## config.mk

```make
export PLATFORM = sky130hd
export DESIGN_NAME = digit_run_length_encoder_top
export DESIGN_NICKNAME = d
export VERILOG_FILES = /design/src/rtl/drle_pkg.sv /design/src/rtl/drle_datapath.sv /design/src/rtl/drle_sequencer.sv /design/src/rtl/digit_run_length_encoder_top.sv
export SDC_FILE = /design/constraint.sdc
export NUM_CORES = 1
export LEC_CHECK = 0
export BUFFER_PORTS_ARGS = -buffer_cell sky130_fd_sc_hd__buf_2
export CAP_MARGIN = 5
export CORE_AREA = 2 2 56 79
export DETAILED_ROUTE_END_ITERATION = 16
export DIE_AREA = 0 0 58 81
export PLACE_DENSITY = 0.86
export SYNTH_ARGS = -nofsm -noshare
export SYNTH_HDL_FRONTEND = slang
export SYNTH_SLANG_ARGS = --single-unit
```

## constraint.sdc

```tcl
create_clock -name i_clk -period 6 [get_ports i_clk]
set_input_delay 1.2 -clock i_clk [delete_from_list [all_inputs] [get_ports i_clk]]
set_output_delay 1.2 -clock i_clk [all_outputs]
set_load 0.02 [all_outputs]
```

## src/rtl/drle_pkg.sv

```systemverilog
`default_nettype none
package drle_pkg;

    // decimal digits kept for the run length; the count saturates at 10^COUNT_DIGITS - 1
    localparam int COUNT_DIGITS = 5;
    localparam int DIGIT_W      = 4;
    localparam int PTR_W        = (COUNT_DIGITS > 1) ? $clog2(COUNT_DIGITS) : 1;
    localparam int TDATA_W      = 8;

    localparam logic [DIGIT_W-1:0] BCD_NINE = DIGIT_W'(9);
    localparam logic [DIGIT_W-1:0] BCD_ONE  = DIGIT_W'(1);

    typedef logic [COUNT_DIGITS-1:0][DIGIT_W-1:0] t_bcd;

    // microprogram addresses
    typedef enum logic [2:0] {
        U_WAIT,
        U_EMIT_LEN,
        U_EMIT_SYM,
        U_LOAD,
        U_FLUSH
    } t_upc;

    // datapath operations
    typedef enum logic [2:0] {
        A_NOP,
        A_INC,
        A_LOAD_IN,
        A_LOAD_HELD,
        A_PTR_INIT,
        A_FLUSH_INIT,
        A_PTR_DEC,
        A_CLEAR
    } t_act;

    // next-address modes
    typedef enum logic [2:0] {
        J_DISPATCH,
        J_LEN,
        J_SYM,
        J_FINAL,
        J_NEXT
    } t_jmp;

    // output source
    typedef enum logic [1:0] {
        O_NONE,
        O_LEN,
        O_SYM
    } t_osel;

    typedef struct packed {
        logic  in_rdy;
        t_osel osel;
        t_act  act;
        t_jmp  jmp;
        t_upc  target;
    } t_uword;

    typedef struct packed {
        logic latch;
        t_act act;
    } t_dp_ctl;

    typedef struct packed {
        logic run_open;
        logic match;
        logic ptr_zero;
        logic flush;
        logic held_final;
    } t_dp_stat;

    // control store
    function automatic t_uword ucode(input t_upc a);
        t_uword w;
        w = '{in_rdy: 1'b0, osel: O_NONE, act: A_NOP, jmp: J_NEXT, target: U_WAIT};
        case (a)
            U_WAIT: begin
                w = '{in_rdy: 1'b1, osel: O_NONE, act: A_NOP, jmp: J_DISPATCH,
                      target: U_EMIT_LEN};
            end
            U_EMIT_LEN: begin
                w = '{in_rdy: 1'b0, osel: O_LEN, act: A_PTR_DEC, jmp: J_LEN,
                      target: U_EMIT_SYM};
            end
            U_EMIT_SYM: begin
                w = '{in_rdy: 1'b0, osel: O_SYM, act: A_CLEAR, jmp: J_SYM,
                      target: U_LOAD};
            end
            U_LOAD: begin
                w = '{in_rdy: 1'b0, osel: O_NONE, act: A_LOAD_HELD, jmp: J_FINAL,
                      target: U_FLUSH};
            end
            U_FLUSH: begin
                w = '{in_rdy: 1'b0, osel: O_NONE, act: A_FLUSH_INIT, jmp: J_NEXT,
                      target: U_EMIT_LEN};
            end
            default: begin
                w = '{in_rdy: 1'b0, osel: O_NONE, act: A_NOP, jmp: J_NEXT,
                      target: U_WAIT};
            end
        endcase
        return w;
    endfunction

endpackage
`default_nettype wire

```

## src/rtl/drle_datapath.sv

```systemverilog
`default_nettype none
module drle_datapath
    import drle_pkg::*;
(
    input  wire logic               i_clk,
    input  wire logic               i_rst_n,
    input  wire t_dp_ctl            i_ctl,
    input  wire logic [DIGIT_W-1:0] i_in_digit,
    input  wire logic               i_in_final,
    output t_dp_stat                o_stat,
    output logic [DIGIT_W-1:0]      o_len_digit,
    output logic [DIGIT_W-1:0]      o_run_digit
);

    logic               r_open, n_open;
    logic               r_flush, n_flush;
    logic [DIGIT_W-1:0] r_digit, n_digit;
    t_bcd               r_len, n_len;
    logic [PTR_W-1:0]   r_ptr, n_ptr;
    logic [DIGIT_W-1:0] r_held_digit;
    logic               r_held_final;

    t_bcd               len_inc;
    logic               len_sat;
    logic [PTR_W-1:0]   top_ptr;
    logic               carry;

    // saturating decimal increment, ripple over the digits
    always_comb begin
        len_sat = 1'b1;
        carry   = 1'b1;
        len_inc = r_len;
        for (int i = 0; i < COUNT_DIGITS; i++) begin
            if (r_len[i] != BCD_NINE) len_sat = 1'b0;
            if (carry) begin
                if (r_len[i] == BCD_NINE) begin
                    len_inc[i] = '0;
                end else begin
                    len_inc[i] = r_len[i] + BCD_ONE;
                    carry      = 1'b0;
                end
            end
        end
    end

    // most significant nonzero digit
    always_comb begin
        top_ptr = '0;
        for (int i = 0; i < COUNT_DIGITS; i++) begin
            if (r_len[i] != '0) top_ptr = PTR_W'(i);
        end
    end

    // operation decode
    always_comb begin
        n_open  = r_open;
        n_flush = r_flush;
        n_digit = r_digit;
        n_len   = r_len;
        n_ptr   = r_ptr;
        case (i_ctl.act)
            A_INC: begin
                if (!len_sat) n_len = len_inc;
            end
            A_LOAD_IN: begin
                n_digit = i_in_digit;
                n_len   = '0;
                n_len[0] = BCD_ONE;
                n_open  = 1'b1;
            end
            A_LOAD_HELD: begin
                n_digit = r_held_digit;
                n_len   = '0;
                n_len[0] = BCD_ONE;
                n_open  = 1'b1;
            end
            A_PTR_INIT: begin
                n_ptr = top_ptr;
            end
            A_FLUSH_INIT: begin
                n_ptr   = top_ptr;
                n_flush = 1'b1;
            end
            A_PTR_DEC: begin
                n_ptr = r_ptr - PTR_W'(1);
            end
            A_CLEAR: begin
                n_open  = 1'b0;
                n_flush = 1'b0;
                n_digit = '0;
                n_len   = '0;
            end
            default: begin
                n_open = r_open;
            end
        endcase
    end

    always_ff @(posedge i_clk) begin
        if (!i_rst_n) begin
            r_open  <= 1'b0;
            r_flush <= 1'b0;
            r_digit <= '0;
            r_len   <= '0;
        end else begin
            r_open  <= n_open;
            r_flush <= n_flush;
            r_digit <= n_digit;
            r_len   <= n_len;
        end
    end

    // pointer and held item carry no reset
    always_ff @(posedge i_clk) begin
        r_ptr <= n_ptr;
        if (i_ctl.latch) begin
            r_held_digit <= i_in_digit;
            r_held_final <= i_in_final;
        end
    end

    assign o_stat.run_open   = r_open;
    assign o_stat.match      = r_open && (r_digit == i_in_digit);
    assign o_stat.ptr_zero   = (r_ptr == '0);
    assign o_stat.flush      = r_flush;
    assign o_stat.held_final = r_held_final;
    assign o_len_digit       = r_len[r_ptr];
    assign o_run_digit       = r_digit;

endmodule
`default_nettype wire

```

## src/rtl/drle_sequencer.sv

```systemverilog
`default_nettype none
module drle_sequencer
    import drle_pkg::*;
(
    input  wire logic     i_clk,
    input  wire logic     i_rst_n,
    input  wire logic     i_in_valid,
    input  wire logic     i_in_final,
    input  wire logic     i_out_ready,
    input  wire t_dp_stat i_stat,
    output logic          o_in_ready,
    output logic          o_out_valid,
    output t_osel         o_osel,
    output t_dp_ctl       o_ctl
);

    t_upc   r_upc, n_upc;
    t_uword uw;
    logic   in_fire;
    logic   out_fire;

    assign uw       = ucode(r_upc);
    assign in_fire  = uw.in_rdy && i_in_valid;
    assign out_fire = (uw.osel != O_NONE) && i_out_ready;

    // next address
    always_comb begin
        n_upc = r_upc;
        case (uw.jmp)
            J_DISPATCH: begin
                if (in_fire) begin
                    if (i_stat.match || !i_stat.run_open) begin
                        n_upc = i_in_final ? U_FLUSH : U_WAIT;
                    end else begin
                        n_upc = uw.target;
                    end
                end
            end
            J_LEN: begin
                if (out_fire && i_stat.ptr_zero) n_upc = uw.target;
            end
            J_SYM: begin
                if (out_fire) n_upc = i_stat.flush ? U_WAIT : uw.target;
            end
            J_FINAL: begin
                n_upc = i_stat.held_final ? uw.target : U_WAIT;
            end
            J_NEXT: begin
                n_upc = uw.target;
            end
            default: begin
                n_upc = U_WAIT;
            end
        endcase
    end

    // control outputs
    always_comb begin
        o_ctl.latch = in_fire;
        o_ctl.act   = A_NOP;
        case (uw.jmp)
            J_DISPATCH: begin
                if (in_fire) begin
                    if (i_stat.match)          o_ctl.act = A_INC;
                    else if (!i_stat.run_open) o_ctl.act = A_LOAD_IN;
                    else                       o_ctl.act = A_PTR_INIT;
                end
            end
            J_LEN: begin
                if (out_fire && !i_stat.ptr_zero) o_ctl.act = uw.act;
            end
            J_SYM: begin
                if (out_fire && i_stat.flush) o_ctl.act = uw.act;
            end
            J_FINAL: begin
                o_ctl.act = uw.act;
            end
            J_NEXT: begin
                o_ctl.act = uw.act;
            end
            default: begin
                o_ctl.act = A_NOP;
            end
        endcase
    end

    assign o_in_ready  = uw.in_rdy;
    assign o_out_valid = (uw.osel != O_NONE);
    assign o_osel      = uw.osel;

    always_ff @(posedge i_clk) begin
        if (!i_rst_n) begin
            r_upc <= U_WAIT;
        end else begin
            r_upc <= n_upc;
        end
    end

endmodule
`default_nettype wire

```

## src/rtl/digit_run_length_encoder_top.sv

```systemverilog
// Look-and-say encoder: one digit item in, runs out as length digits then the digit.
// An item that extends the open run bumps its count; the output side is idle meanwhile.
// A run-closing item sends the run length digits, high digit first, then the run digit.
// A final item flushes the last run; results go out one per cycle while tready is high.
// Input and output are never open at once: the microcode steps through one item at a time.
// Synchronous active-low reset returns to the wait step with no run open.
`default_nettype none
module digit_run_length_encoder_top
    import drle_pkg::*;
(
    input  wire logic               i_clk,
    input  wire logic               i_rst_n,
    input  wire logic               i_s_axis_tvalid,
    output logic                    o_s_axis_tready,
    input  wire logic [TDATA_W-1:0] i_s_axis_tdata,   // [3:0] in_digit, [7:4] zero
    input  wire logic               i_s_axis_tlast,   // in_final
    output logic                    o_m_axis_tvalid,
    input  wire logic               i_m_axis_tready,
    output logic [TDATA_W-1:0]      o_m_axis_tdata,   // [3:0] out_digit, [7:4] zero
    output logic [0:0]              o_m_axis_tuser,   // [0] burst_end
    output logic                    o_m_axis_tlast    // stream_end
);

    t_dp_ctl            ctl;
    t_dp_stat           stat;
    t_osel              osel;
    logic [DIGIT_W-1:0] len_digit;
    logic [DIGIT_W-1:0] run_digit;
    logic [DIGIT_W-1:0] out_digit;

    drle_sequencer u_seq (
        .i_clk       (i_clk),
        .i_rst_n     (i_rst_n),
        .i_in_valid  (i_s_axis_tvalid),
        .i_in_final  (i_s_axis_tlast),
        .i_out_ready (i_m_axis_tready),
        .i_stat      (stat),
        .o_in_ready  (o_s_axis_tready),
        .o_out_valid (o_m_axis_tvalid),
        .o_osel      (osel),
        .o_ctl       (ctl)
    );

    drle_datapath u_dp (
        .i_clk       (i_clk),
        .i_rst_n     (i_rst_n),
        .i_ctl       (ctl),
        .i_in_digit  (i_s_axis_tdata[DIGIT_W-1:0]),
        .i_in_final  (i_s_axis_tlast),
        .o_stat      (stat),
        .o_len_digit (len_digit),
        .o_run_digit (run_digit)
    );

    // output mux; the run digit closes each run
    assign out_digit         = (osel == O_SYM) ? run_digit : len_digit;
    assign o_m_axis_tdata    = {{(TDATA_W-DIGIT_W){1'b0}}, out_digit};
    assign o_m_axis_tlast    = (osel == O_SYM) && stat.flush;
    assign o_m_axis_tuser[0] = (osel == O_SYM) && (stat.flush || !stat.held_final);

endmodule
`default_nettype wire

```

Yosys cells after proc, flatten, opt, wreduce, memory -nomap -nowiden. Cells that the tools add are included.

Register bits after elaboration: 37. Latch bits: 0. Memory bits (writable): 0. ROM bits: 0. Input bits: 13. Output and inout port bits: 12. Word-level logic and storage cells: 138. Memories kept: 0.

$add $sub $neg: 6. $mul: 0. Divide/modulo/power cells: 0. Order comparisons: 1. Equality and inequality tests: 35. Shift operators: 0. Muxes and demuxes: 49. Bitwise operators: 0. Reduce and logical (&&, ||, !) cells: 35.

Operators with widths (number): $pmux W12 S5 (1); $pmux W20 S3 (1); $mux W4 (11); $mux W3 (13); $add A4 B1 Y4 const B (5); $eq A4 B4 Y1 const B (5); $mux W20 (1); $ne A4 B4 Y1 const B (5); $eq A3 B2 Y1 const B (6); $eq A3 B3 Y1 const B (6); $reduce_bool A4 Y1 (4); $pmux W3 S5 (1); $reduce_and A3 Y1 (5); $ne A2 B1 Y1 const B (7); $mux W1 (13); $bmux W4 S3 (1); $pmux W3 S4 (1); $pmux W4 S3 (1); $eq A3 B1 Y1 const B (3); $logic_not A3 Y1 (3); $logic_and A1 B1 Y1 (8); $reduce_bool A2 Y1 (4); $pmux W3 S2 (1); $reduce_bool A3 Y1 (2); 11 further kinds (18).

Longest topological paths before layout. Gate-level depths: netlist of the first run.

Depth in word-level cells: 11. Gate-level depth with buffers: 9. Mapped depth without buffers: 7.

Hierarchy. From an unflattened synthesis of the first run, not the netlist that was laid out.

Cells, all modules: 309. Area total of the unflattened synthesis: 2771.4 sq um.

Modules (own cells, without submodules): drle_datapath (times used 1, cells each 256, area each 2329.7 sq um, seq. area each 760.7 sq um); drle_sequencer (times used 1, cells each 40, area each 330.3 sq um, seq. area each 60.1 sq um); digit_run_length_encoder_top (times used 1, cells each 13, area each 111.4 sq um, seq. area each 0.0 sq um).

Worst setup path before layout of the first run. OpenSTA, ideal clock, no wires.

Kind: reg2out. From: reg u_seq.r_upc[0]. To: out o_m_axis_tuser. Arrival time: 1577 ps. Data required time: 4800 ps. Setup slack: 3223 ps. Cell stages (with the launch flop): 6. Buffers on the path: 2. Path through: dfxtp_1 buf_2 nor2b_1 nor2b_1 clkbuf_1 a21boi_0.

Cells in the longest elaborated chain, start to end: 4. Elaborated cells on any way between the ends: 8. Those cells by class: 5 x eq/ne; 1 x mux; 2 x reduce/logical.

Ends and longest elaborated chain: start: declaration (line drle_sequencer.sv:17) `t_upc r_upc, n_upc;`; start signal: assignment (line drle_sequencer.sv:95) `r_upc <= n_upc;`; $eq A3 B3 Y1, or another cell as far along (line drle_pkg.sv:77) `case (a)`; $pmux W12 S5 * (line drle_pkg.sv:77); $eq A2 B2 Y1 * (line digit_run_length_encoder_top.sv:59) `assign o_m_axis_tuser[0] = (osel == O_SYM) && (stat.flush || !stat.held_final);`; $logic_and A1 B1 Y1 * (line digit_run_length_encoder_top.sv:59); end: declaration (line digit_run_length_encoder_top.sv:20) `output logic [0:0] o_m_axis_tuser,`.

Every way passes the cells marked *; elsewhere a longest branch is shown, timed or not.

Worst setup path in the final report of the first run.
From: reg u_seq.r_upc[1]. To: out o_m_axis_tdata[2].

Cells in the longest elaborated chain, start to end: 4. Elaborated cells on any way between the ends: 8. Those cells by class: 5 x eq/ne; 2 x mux; 1 x reduce/logical.

Ends and longest elaborated chain: $eq A3 B3 Y1, or another cell as far along (line drle_pkg.sv:77); $pmux W12 S5 * (line drle_pkg.sv:77); $eq A2 B2 Y1 * (line digit_run_length_encoder_top.sv:56) `assign out_digit = (osel == O_SYM) ? run_digit : len_digit;`; $mux W4 * (line digit_run_length_encoder_top.sv:56); end: declaration (line digit_run_length_encoder_top.sv:19) `output logic [TDATA_W-1:0] o_m_axis_tdata,`.

Marks and branches as above.

==> impl_metrics.py, run 1 <==
metrics = {
    "outcome": {
        "status": "completed",
    },
    "worst_setup_path": {
        "startpoint_type": "flip-flop",
        "rrSetupSlack_ns": 3.64,
        "worstSetupPathType": "reg2out",
        "end_kind": "output pin",
        "r2r_cells": 5,
        "crit_fanout": 10,
        "slowest_stage": "dfxtp_1",
        "cp.arrival_ns": 2.13,
        "crit_chain": "nor2b_1 > nor2b_1 > a221oi_1 > a21oi_1 > buf_2",
        "cpMostUsedCell": "nor2b_1",
        "timing.rr.end": "u_dp.r_len[14]",
        "r2r_start": "u_seq.r_upc[0]",
        "critPathRequiredTime_ns": 4.80,
        "max_stage_delay_ns": 0.57,
    },
    "sta": {
        "maxSlewViolCount": 0,
        "tns_ns": 0,
        "slew_headroom": 0.398,
        "fin_worst_skew_ns": 0.00606,
        "tightest_slew_ns": 0.894,
        "timing.fmax_mhz": 300,
        "min_period_over_period": 0.555,
        "setup_viol": 0,
        "post-route-min-period_ns": 3.33,
        "setup_ws_ns": 2.67,
        "hold_viol": 0,
        "rsz0062_at_grt": "no",
    },
    "cts": {
        "root_buffer": "clkbuf_8",
        "clk_latency_ns": 0.29,
        "postCtsSetupBuffers": 0,
        "clk_path_buf_depth": 2,
        "holdBufCountCts": 0,
        "cts_tree": "yes",
        "cts_buffers": 5,
        "htreeDepth": 2,
        "clk_pin_slew_ns": 0.07,
        "cts_resized": 0,
        "cts_num_sinks": 37,
    },
    "cells_and_area": {
        "syn2layout_area_growth_pct": 4.81,
        "insertedDiodeCount": 0,
        "drive_gt1_frac": 0.116,
        "design_area_mm2": 0.00262,
        "fillers": 330,
        "nNetsFinal": 322,
    },
    "yosys": {
        "syn_area_mm2": 0.00249,
        "synth_compound_area_frac": 0.170,
        "ys_seq_area_frac": 0.329,
        "ys_async_sr_fraction": 0,
        "synth_common_cells": "nand2_1 (31), dfxtp_1 (29), a21oi_1 (20)",
        "synth-main-ff-cell": "dfxtp_1",
        "yosys_warnings": 0,
        "synthTopCellsByArea": "dfxtp_1 (23%), edfxtp_1 (9.6%), ha_1 (8.0%), nand2_1 (4.7%), a21oi_1 (4.0%)",
        "synth_top_family_by_area": "simple AND/OR/NAND/NOR gates",
        "synthCells": 284,
        "synth_cell_types": 54,
        "synth_top_area_share": 0.233,
        "synth_edf_count": 8,
        "synthXorXnorAreaFrac": 0.0211,
        "synthAdderAreaFrac": 0.0802,
        "synth.avg_cell_area_um2": 8.78,
        "yosys.area_share.simple": 0.254,
        "yosys.cell_count.top_type": "nand2_1",
        "ys_ff_latch": 37,
        "synth_top_cell_by_area": "dfxtp_1",
        "synth_mux_area_frac": 0.0727,
    },
    "route": {
        "drtAntennaViolNets": 0,
        "via_count": 2126,
        "drt-wirelength-per-cell_um": 16.4,
        "dr.pass1.iters": 4,
        "routed_wl_um": 5550,
        "drt_iter0_markers": 125,
        "drc": 0,
        "routed_via_density": 6.27,
    },
    "power": {
        "total_power_w": 0.000545,
        "ir_worst_vdd_mv": 0.174,
        "leakage_nw": 1.04,
        "p_per_area_mw_per_mm2": 208,
    },
    "placed_design": {
        "gp_congestion": 0.873,
        "io_buffer_count": 16,
        "post_dp_cell_area_mm2": 0.00253,
        "place_ws_ns": 2.73,
        "dpl.hpwl_um": 4230,
    },
    "die": {
        "rows": 28,
        "ioPinCount": 25,
        "die_h_um": 81,
        "core_area_mm2": 0.00406,
        "die_x_um": 58,
        "initial_core_util": 0.614,
        "dieArea_mm2": 0.00470,
    },
    "global_route": {
        "grt_pass1_vias": 2150,
        "grt_pass1_wl_um": 9520,
        "track_usage": 0.264,
        "antenna_found_initial": 0,
        "gr-total-overflow": 0,
        "grt_start_max_net_pins": 17,
    },
    "worst_hold_path": {
        "hp-start": "u_dp.r_held_digit[2]",
        "holdPathStages": 2,
        "hold_end": "u_dp.o_run_digit[2]",
        "hold_class": "reg2reg",
    },
    "flow_run": {
        "drv_cap": 0,
    },
}
[registers in the layout (all words and copies together) (netlist names)]
register and flops:
u_dp.o_run_digit 4, u_dp.r_flush 1, u_dp.r_held_digit 4, u_dp.r_held_final 1, u_dp.r_len 20, u_dp.r_open 1, u_dp.r_ptr 3, u_seq.r_upc 3
[cell usage in the layout (no fill, tap or decap), drive strengths merged, types with 4 or more instances in the layout]
cell | netlist | final
nand3 | 7 | 7
and3 | 6 | 6
inv | 19 | 19
a21oi | 20 | 20
ha | 16 | 16
and3b | 5 | 5
and2 | 6 | 6
mux4 | 4 | 4
o21ai | 17 | 17
o41ai | 4 | 4
conb | 1 | 4
edfxtp | 8 | 8
buf | 10 | 16
dfxtp | 29 | 29
nor2 | 18 | 18
o211ai | 6 | 6
nand2 | 31 | 31
nand4 | 8 | 8
mux2i | 8 | 8
nand3b | 5 | 5
nor3 | 5 | 5
or3 | 5 | 5
clkbuf | 7 | 5
xor2 | 5 | 5
[critical path: cells and delay by family (launching register included)]
kind            cells  cell delay [ns]
buf+inv             1             0.18
compound gates      2             0.29
simple gates        2             0.81
flops               1             0.57
[per-layer routing]
layer,GRT usage,routed length (um)
met1,0.277,2230
met2,0.475,2980
met3,0.0589,187
met4,0.149,149
met5,0,0
[stage by stage]
stage,cells,utilization,hold WS (ns)
2_1_floorplan,287,-,0.471
3_3_place_gp,331,0.623,0.484
3_5_place_dp,331,0.623,0.501
4_1_cts,339,0.643,0.519
5_1_grt,339,0.643,0.551
6_report,339,0.643,0.513
[worst max path at each step]
stage	end	start	slack, ns	cells after the start
after floorplan	o_m_axis_tuser	u_seq.r_upc[0]	3.22	5
after global placement	u_dp.r_len[9]	i_s_axis_tdata[1]	2.86	6
after detailed placement	u_dp.r_len[15]	i_s_axis_tdata[1]	2.73	6
after CTS	o_m_axis_tdata[2]	u_seq.r_upc[1]	2.67	5
after global routing	o_m_axis_tdata[1]	u_seq.r_upc[1]	2.43	5
final	o_m_axis_tdata[2]	u_seq.r_upc[1]	2.67	5
[cell families (layout without fill, tap and decap cells)]
kind of cell | count (synthesis) | after routing
compound gates | 63 | 63
flops | 37 | 37
buf+inv | 36 | 43
mux | 13 | 13
other cells | 1 | 4
fa+ha+maj | 16 | 16
simple gates | 112 | 112
xor+xnor | 6 | 6
[final cells by class]
| class | instances | area (um2) | share of cell area |
|---|---|---|---|
| Sequential cell | 37 | 821 | 0.314 |
| Tap cell | 45 | 56.3 | 0.0215 |
| Timing Repair Buffer | 16 | 80.1 | 0.0306 |
| Clock buffer | 5 | 68.8 | 0.0263 |
| Clock inverter | 3 | 12.5 | 0.00478 |
| Multi-Input combinational cell | 214 | 1510 | 0.576 |
| Inverter | 19 | 71.3 | 0.0273 |
[report_power, final]
group | total, W | internal [W] | switching [W]
registers | 0.000288 | 0.000270 | 0.0000186
logic | 0.0000899 | 0.0000343 | 0.0000556
clock network | 0.000167 | 0.0000782 | 0.0000887
total | 0.000545 | 0.000382 | 0.000163
No activity file was read; power rests on OpenSTA's default activity.
==> run 2, diff against run 1 <==
Settings changed: CORE_AREA 2 2 56 79 to 2 2 58 82, DIE_AREA 0 0 58 81 to 0 0 60 84, PLACE_DENSITY 0.86 to 0.8.
Clock period 6 ns to 3.2 ns, I/O delays scaled along.
==> impl_metrics.py, run 2 (same netlist as run 1, synthesis figures left out) <==
metrics = {
    "global_route": {
        "track_usage": 0.235,
        "grt_pass1_vias": 1995,
        "grt_pass1_wl_um": 9010,
        "antenna_found_initial": 0,
        "gr-total-overflow": 0,
        "grt_start_max_net_pins": 17,
    },
    "die": {
        "rows": 29,
        "core_area_mm2": 0.00439,
        "ioPinCount": 25,
        "dieArea_mm2": 0.00504,
        "die_h_um": 84,
        "die_x_um": 60,
        "initial_core_util": 0.568,
    },
    "cts": {
        "holdBufCountCts": 0,
        "postCtsSetupBuffers": 0,
        "clk_path_buf_depth": 2,
        "cts_num_sinks": 37,
        "htreeDepth": 2,
        "clk_pin_slew_ns": 0.07,
        "clk_latency_ns": 0.29,
        "cts_buffers": 5,
        "root_buffer": "clkbuf_8",
        "cts_resized": 0,
        "cts_tree": "yes",
    },
    "placed_design": {
        "gp_congestion": 0.853,
        "io_buffer_count": 16,
        "dpl.hpwl_um": 4220,
    },
    "route": {
        "drc": 0,
        "drt-wirelength-per-cell_um": 15.7,
        "routed_wl_um": 5630,
        "drt_iter0_markers": 266,
        "dr.pass1.iters": 4,
        "drtAntennaViolNets": 0,
        "routed_via_density": 5.98,
        "via_count": 2140,
    },
    "worst_setup_path": {
        "startpoint_type": "flip-flop",
        "end_kind": "output pin",
        "crit_fanout": 10,
        "crit_chain": "nor2b_1 > nor2b_1 > a221oi_1 > a21oi_1 > buf_2",
        "slowest_stage": "dfxtp_1",
        "critPathRequiredTime_ns": 2.56,
        "crit_family": "simple AND/OR/NAND/NOR gates",
        "cp.arrival_ns": 2.10,
        "worstSetupPathType": "reg2out",
        "cpMostUsedCell": "nor2b_1",
        "cp_num_buf_inv": 1,
        "max_stage_delay_ns": 0.56,
    },
    "sta": {
        "slew_headroom": 0.589,
        "maxSlewViolCount": 0,
        "rsz0062_at_grt": "no",
        "timing.fmax_mhz": 365,
        "setup_viol": 0,
        "hold_viol": 0,
        "min_period_over_period": 0.857,
        "post-route-min-period_ns": 2.74,
        "tns_ns": 0,
        "fin_worst_skew_ns": 0.00194,
        "tightest_slew_ns": 0.616,
    },
    "cells_and_area": {
        "insertedDiodeCount": 0,
        "nNetsFinal": 324,
        "drive_gt1_frac": 0.125,
        "regArea_um2": 821,
        "syn2layout_area_growth_pct": 6.32,
        "final_util": 0.604,
        "final_common_cell": "nand2_1",
        "fillers": 409,
        "top_register": "u_dp.r_len",
        "largest_reg_flops": 20,
        "multi_input_area_mm2": 0.00151,
        "final_cell_mix": "nand2_1 (31), dfxtp_1 (29), a21oi_1 (20), inv_1 (19), nor2_1 (18)",
    },
    "power": {
        "ir_worst_vdd_mv": 0.237,
        "p_per_area_mw_per_mm2": 392,
        "leakage_nw": 1.05,
    },
    "outcome": {
        "status": "completed",
    },
    "worst_hold_path": {
        "hold_class": "reg2reg",
    },
    "flow_run": {
        "drv_cap": 0,
    },
}
-- run 2: final cells by class --
cell class,instances,share of cell area
multi-input cells,214,0.567
flip-flops and latches,37,0.309
repair buffers,18,0.0358
well taps,62,0.0292
clock buffers,6,0.0274
inverters,19,0.0269
clock inverters,2,0.00377
-- run 2: metrics by stage --
stage	setup WS [ns]	hold WS (ns)	power (W)	area [um2]	cells
6_report	0.458	0.508	0.00104	2650	358
5_1_grt	0.276	0.531	0.00108	2650	358
4_1_cts	0.425	0.517	0.00104	2650	358
3_5_place_dp	0.755	0.499	0.000723	2570	350
3_3_place_gp	0.794	0.483	0.000719	2570	350
2_1_floorplan	0.983	0.471	0.000684	2510	287
-- run 2: worst paths after layout --
kind	end	start	cells after the start	slack, ns
hold / removal	u_dp.o_run_digit[3]	u_dp.r_held_digit[3]	2	0.51
setup reg to reg	u_dp.r_len[14]	u_seq.r_upc[0]	6	0.96
setup / recovery	o_m_axis_tdata[1]	u_seq.r_upc[1]	5	0.46
hold reg to reg	u_dp.o_run_digit[3]	u_dp.r_held_digit[3]	2	0.51
-- run 2: metal layers --
layer,wire (um),global-route usage,up-vias,share of wire
met2,3080,0.409,54,0.55
met5,0,0,-,0
met3,189,0.0481,8,0.034
li1,-,-,1038,-
met1,2250,0.259,1040,0.40
met4,110,0.111,0,0.020
-- run 2: worst min-delay path, delay by kind of cell (launching register included) --
family / cells / cell delay (ns)
and+or+nand+nor: 1 / 0.05
AOI/OAI and AO/OA: 1 / 0.10
DFF: 1 / 0.32
-- run 2: power by group --
part	total, W	switching, W	internal, W
clock network	0.000328	0.000177	0.000151
logic	0.000173	0.000106	0.0000676
registers	0.000540	0.0000341	0.000505
